<file path="src/rtl/core/ffbl_pkg.sv">
// Shared types, codes and constants for the first-fit bin loader.
// Used by the channel interfaces, the bin cell, and the top level.
`default_nettype none
package ffbl_pkg;

	localparam int DEF_NUM_BINS = 16;
	localparam int DEF_SLOTS    = 32;

	localparam int CMD_W      = 2;
	localparam int ID_W       = 16;
	localparam int SIZE_W     = 16;
	localparam int RD_BIN_W   = 4;
	localparam int RD_SLOT_W  = 5;
	localparam int STATUS_W   = 3;
	localparam int OUT_BIN_W  = 4;
	localparam int OUT_SLOT_W = 5;
	localparam int ROOM_W     = 16;
	localparam int CNT_W      = 5;
	localparam int CFG_IDX_W  = 2;
	localparam int CFG_DATA_W = 16;

	// widest bin and slot numbers over the supported parameter range
	localparam int BIN_TW  = 6;
	localparam int SLOT_TW = 8;

	localparam logic [CNT_W-1:0]  CNT_RST = 5'd3;
	localparam logic [ROOM_W-1:0] CAP_RST = 16'd10;

	typedef enum logic [CMD_W-1:0] {
		CMD_PLACE = 2'd0,
		CMD_CLEAR = 2'd1,
		CMD_READ  = 2'd2
	} cmd_t;

	typedef enum logic [STATUS_W-1:0] {
		ST_PLACED      = 3'd0,
		ST_NO_FIT      = 3'd1,
		ST_CLEARED     = 3'd2,
		ST_READ_OK     = 3'd3,
		ST_READ_UNUSED = 3'd4
	} status_t;

	typedef enum logic [CFG_IDX_W-1:0] {
		REG_BIN_COUNT = 2'd0,
		REG_BIN_CAP   = 2'd1
	} reg_idx_t;

	typedef struct packed {
		logic [CNT_W-1:0]  bin_count;
		logic [ROOM_W-1:0] capacity;
	} ffbl_cfg_t;

	typedef struct packed {
		logic                 vld;
		cmd_t                 cmd;
		logic [SIZE_W-1:0]    size;
		logic [RD_BIN_W-1:0]  rd_bin;
		logic [RD_SLOT_W-1:0] rd_slot;
		logic                 hit;
		logic [BIN_TW-1:0]    bin;
		logic [SLOT_TW-1:0]   slot;
		logic [ROOM_W-1:0]    rem;
	} ffbl_tok_t;

endpackage
`default_nettype wire

</file>
<file path="src/rtl/core/ffbl_cell.sv">
// One bin of the first-fit chain: holds room and fill count, acts on the passing token.
// Depends on ffbl_pkg for the token and register types.
`default_nettype none
module ffbl_cell import ffbl_pkg::*; #(
	parameter int SLOTS_PER_BIN = DEF_SLOTS,
	parameter int IDX = 0
) (
	input  wire logic      clk,
	input  wire logic      arst_n,
	input  wire ffbl_cfg_t regs,
	input  wire ffbl_tok_t prev_tok,
	output ffbl_tok_t      next_tok
);

	localparam int FILL_W = $clog2(SLOTS_PER_BIN + 1);
	localparam int CMP_W  = (FILL_W > RD_SLOT_W) ? FILL_W : RD_SLOT_W;
	localparam int USE_W  = BIN_TW + 1;

	logic [ROOM_W-1:0] room_q;
	logic [FILL_W-1:0] fill_q;
	ffbl_tok_t         tok_q;
	ffbl_tok_t         tok_nxt;
	logic              in_use;
	logic              take;
	logic              rd_hit;
	logic              clr;
	logic [ROOM_W-1:0] room_left;

	assign in_use    = USE_W'(IDX) < USE_W'(regs.bin_count);
	assign room_left = room_q - prev_tok.size;
	assign take = prev_tok.vld && (prev_tok.cmd == CMD_PLACE) && !prev_tok.hit && in_use &&
		(fill_q < FILL_W'(SLOTS_PER_BIN)) && (prev_tok.size <= room_q);
	assign rd_hit = prev_tok.vld && (prev_tok.cmd == CMD_READ) &&
		(BIN_TW'(prev_tok.rd_bin) == BIN_TW'(IDX)) &&
		(CMP_W'(prev_tok.rd_slot) < CMP_W'(fill_q));
	assign clr = prev_tok.vld && (prev_tok.cmd == CMD_CLEAR);

	always_comb begin
		tok_nxt = prev_tok;
		if (take) begin
			tok_nxt.hit  = 1'b1;
			tok_nxt.bin  = BIN_TW'(IDX);
			tok_nxt.slot = SLOT_TW'(fill_q);
			tok_nxt.rem  = room_left;
		end
		if (rd_hit) begin
			tok_nxt.hit  = 1'b1;
			tok_nxt.bin  = BIN_TW'(IDX);
			tok_nxt.slot = SLOT_TW'(prev_tok.rd_slot);
		end
	end

	always_ff @(posedge clk or negedge arst_n) begin
		if (!arst_n) begin
			tok_q  <= '0;
			room_q <= CAP_RST;
			fill_q <= '0;
		end else begin
			tok_q <= tok_nxt;
			if (clr) begin
				room_q <= regs.capacity;
				fill_q <= '0;
			end else if (take) begin
				room_q <= room_left;
				fill_q <= fill_q + FILL_W'(1);
			end
		end
	end

	assign next_tok = tok_q;

endmodule
`default_nettype wire

</file>
<file path="config.mk">
export PLATFORM = sky130hd
export DESIGN_NAME = ffbl_cell
export DESIGN_NICKNAME = d
export VERILOG_FILES = /design/src/rtl/core/ffbl_pkg.sv /design/src/rtl/core/ffbl_cell.sv
export SDC_FILE = /design/constraint.sdc
export NUM_CORES = 1
export LEC_CHECK = 0
export ABC_AREA = 1
export CORE_MARGIN = 5
export CORE_UTILIZATION = 65
export CTS_BUF_LIST = sky130_fd_sc_hd__clkbuf_4 sky130_fd_sc_hd__clkbuf_8
export DETAILED_ROUTE_END_ITERATION = 12
export DONT_BUFFER_PORTS = 1
export PLACE_DENSITY = 0.78
export SYNTH_ARGS = -nofsm -noshare
export SYNTH_HDL_FRONTEND = slang
export SYNTH_SLANG_ARGS = --single-unit
</file>
<file path="constraint.sdc">
create_clock -name clk -period 2.36 [get_ports clk]
set_clock_uncertainty 0.05 [all_clocks]
set_input_delay 0.472 -clock clk [delete_from_list [all_inputs] [get_ports clk]]
set_output_delay 0.472 -clock clk [all_outputs]
set_load 0.01 [all_outputs]
</file>
==> reports/metrics.yaml <==
outcome: "finished, violations left"
violations: "hold timing"
crit_fanout: 17
syn2layout_area_growth_pct: 8.90
final_area_um2: 4410
timing.fmax_mhz: 449
antennaDiodeCount: 0
p_clk_frac: 0.294
drtPass1Iterations: 4
combPwrFrac: 0.256
fin_util: 0.736
final_max_slew_viol_count: 0
syn_area_um2: 4050
startpoint_type: "flop"
irDropWorstVdd_mv: 0.517
drc: 0
dp.cells: 557
first_global_vias: 3278
clkSlewWorstSetupHoldPaths_ns: 0.08
htree_levels: 3
grt_max_degree: 82
mostFrequentLayoutCells: "nand2_1 (153), dfrtp_1 (79), nand3_1 (62)"
min_path_type: "in2async"
die_w_um: 88.9
final_cells: 573
vias: 3218
numPortBuffers: 0
synth_edf_count: 0
r2r_cells: 14
period_share: 0.944
endpoint: "room_q[4]$_DFFE_PN0P_"
crit_arrival_ns: 2.40
ys.warnings.count: 0
worstSetupPathType: "reg2reg"
seqPwrFrac: 0.450
synth-main-ff-cell: "dfrtp_1"
tritoncts: "built"
cts.sinks: 81
vias_per_cell: 5.62
syn_avg_cell_area_um2: 8.33
placed_area_um2: 4140
core_um2: 5990
p_switching_uw: 1190
p_int_uw: 2480
final_common_cell: "nand2_1"
die_height_um: 88.9
cap_violations: 0
synth-seq-area-share: 0.501
hold_ws_ns: -0.250
clockBufferDepth: 2
r2r_end: "room_q[4]$_DFFE_PN0P_"
yosysUniqueCellTypes: 33
cts_made_buffers: 9
setup-violations-final: 0
rsz0062_at_grt: "no"
clockRootBuffer: "clkbuf_8"
insertion_delay_ns: 0.36
nNetsFinal: 598
ant_nets: 0
antenna_found_initial: 0
drive_gt1_frac: 0.0884
dieArea_um2: 7900
hold_viol_final: 81
power_density_nw_per_um2: 832
tightest_slew_ns: 0.460
synth_nets: 590
netlist_instances: 486
start_util: 0.676
first_iter_violations: 170
rows: 28
synth_seq_cells: 81
r2r-start: "room_q[0]$_DFFE_PN0P_"
finalWirelength_um: 9850
cellLeakagePower_uw: 0.00238
grt_use_total: 0.258
finalPower_uw: 3670
rrSetupSlack_ns: 0.13
wl_per_cell_um: 17.2
postSynth.asyncResetShare: 1.00
place_hpwl_um: 7310
layout_min_cycle_time_ns: 2.23
io_pins: 141
relSlewSlack: 0.690
cp.required_ns: 2.53
switching_share: 0.324
crit_start: "room_q[0]$_DFFE_PN0P_"
gp_congestion: 0.938
grt_pass1_wl_um: 15400
grt-ovfl-total: 0
end_kind: "flop"
postCtsSetupRepairBufs: 0
-- registers in the layout, indices dropped and copies added (netlist names) --
name,cells
room_q,16
next_tok,59
fill_q,6
-- routing by layer --
metal  part of all wire  global-route usage  vias up
met5                  0                   0        -
met4              0.022               0.122        0
met3              0.097              0.0820       24
met2               0.49               0.402      138
met1               0.39               0.328     1503
li1                   -                   -     1553
-- power groups by stage --
stage	clock [uW]	combinational (uW)	sequential (uW)
detailed placement	0	906	1680
CTS	1090	913	1650
floorplan	0	730	1650
global placement	0	877	1670
global route	1150	1060	1670
finish	1080	938	1650
-- Yosys cell counts, types with 2 or more instances --
master	instances	area share
nand2_2	2	0.0031
buf_2	7	0.0087
clkbuf_1	2	0.0019
nand4_1	4	0.0062
dfrtp_1	79	0.49
and2_1	2	0.0031
o21ai_0	11	0.014
a21o_1	2	0.0037
buf_6	3	0.0083
nor2_1	33	0.031
nand3_1	62	0.077
inv_2	2	0.0019
nand2_4	2	0.0056
xnor2_1	2	0.0043
xor2_1	10	0.022
nor4_1	2	0.0031
or2_2	3	0.0046
nand3_2	2	0.0049
nand2_1	154	0.14
inv_1	54	0.050
ha_1	21	0.065
a21oi_1	14	0.017
dfstp_2	2	0.013
nor3_1	2	0.0025
-- area by class of cell --
| class | instances | area (um^2) |
|---|---|---|
| multi-input combinational | 336 | 1750 |
| inverter | 57 | 216 |
| sequential | 81 | 2030 |
| clock buffer | 9 | 124 |
| fill | 464 | 1580 |
| tap | 75 | 93.8 |
| clock inverter | 6 | 83.8 |
| timing repair buffer | 9 | 110 |
-- worst max-delay path: stages, from the launching register on --
cell	delay, ns
dfrtp_1	0.39
inv_1	0.07
ha_1	0.13
inv_1	0.08
fa_2	0.37
nand2_1	0.09
nand2_1	0.08
nand3_2	0.09
nand3_2	0.08
nand2_2	0.09
nand2_4	0.09
nand2_8	0.12
inv_4	0.10
nand2_1	0.13
nand3_1	0.11
-- stage by stage --
stage / TNS [ns] / setup slack (ns)
finish: 0 / 0.132
detailed placement: -0.0242 / -0.0143
global placement: 0 / 0.0911
floorplan: 0 / 0.288
global route: 0 / 0.0118
CTS: 0 / 0.0151
-- cell families (layout without fill, tap and decap cells) --
kind of cell             Yosys count  count (layout)  share of synthesized area
flip-flops                        81              81                      0.501
XOR/XNOR                          12              12                     0.0260
AO/OA/AOI/OAI                     32              32                     0.0448
buffers and inverters             69              81                     0.0717
AND/OR/NAND/NOR                  270             270                      0.286
adder cells (fa/ha/maj)           22              22                     0.0699
-- worst min-delay path by stage --
stage,start,to,slack [ns],depth (start not counted)
6_report,arst_n,next_tok[41]$_DFF_PN0_,-0.25,0
4_1_cts,arst_n,next_tok[45]$_DFF_PN0_,-0.25,0
5_1_grt,arst_n,room_q[8]$_DFFE_PN0P_,-0.26,0
3_3_place_gp,arst_n,next_tok[45]$_DFF_PN0_,0.13,0
3_5_place_dp,arst_n,next_tok[45]$_DFF_PN0_,0.13,0
2_1_floorplan,arst_n,fill_q[0]$_DFFE_PN0P_,0.13,0
-- what timing repair did --
action / 4_1_cts / 5_1_grt
endpoints found under the setup margin: 0 / 51
resized for setup: 0 / 9
hold endpoints to repair: 81 / 81
Note: power is estimated with default switching activity, not from simulation.
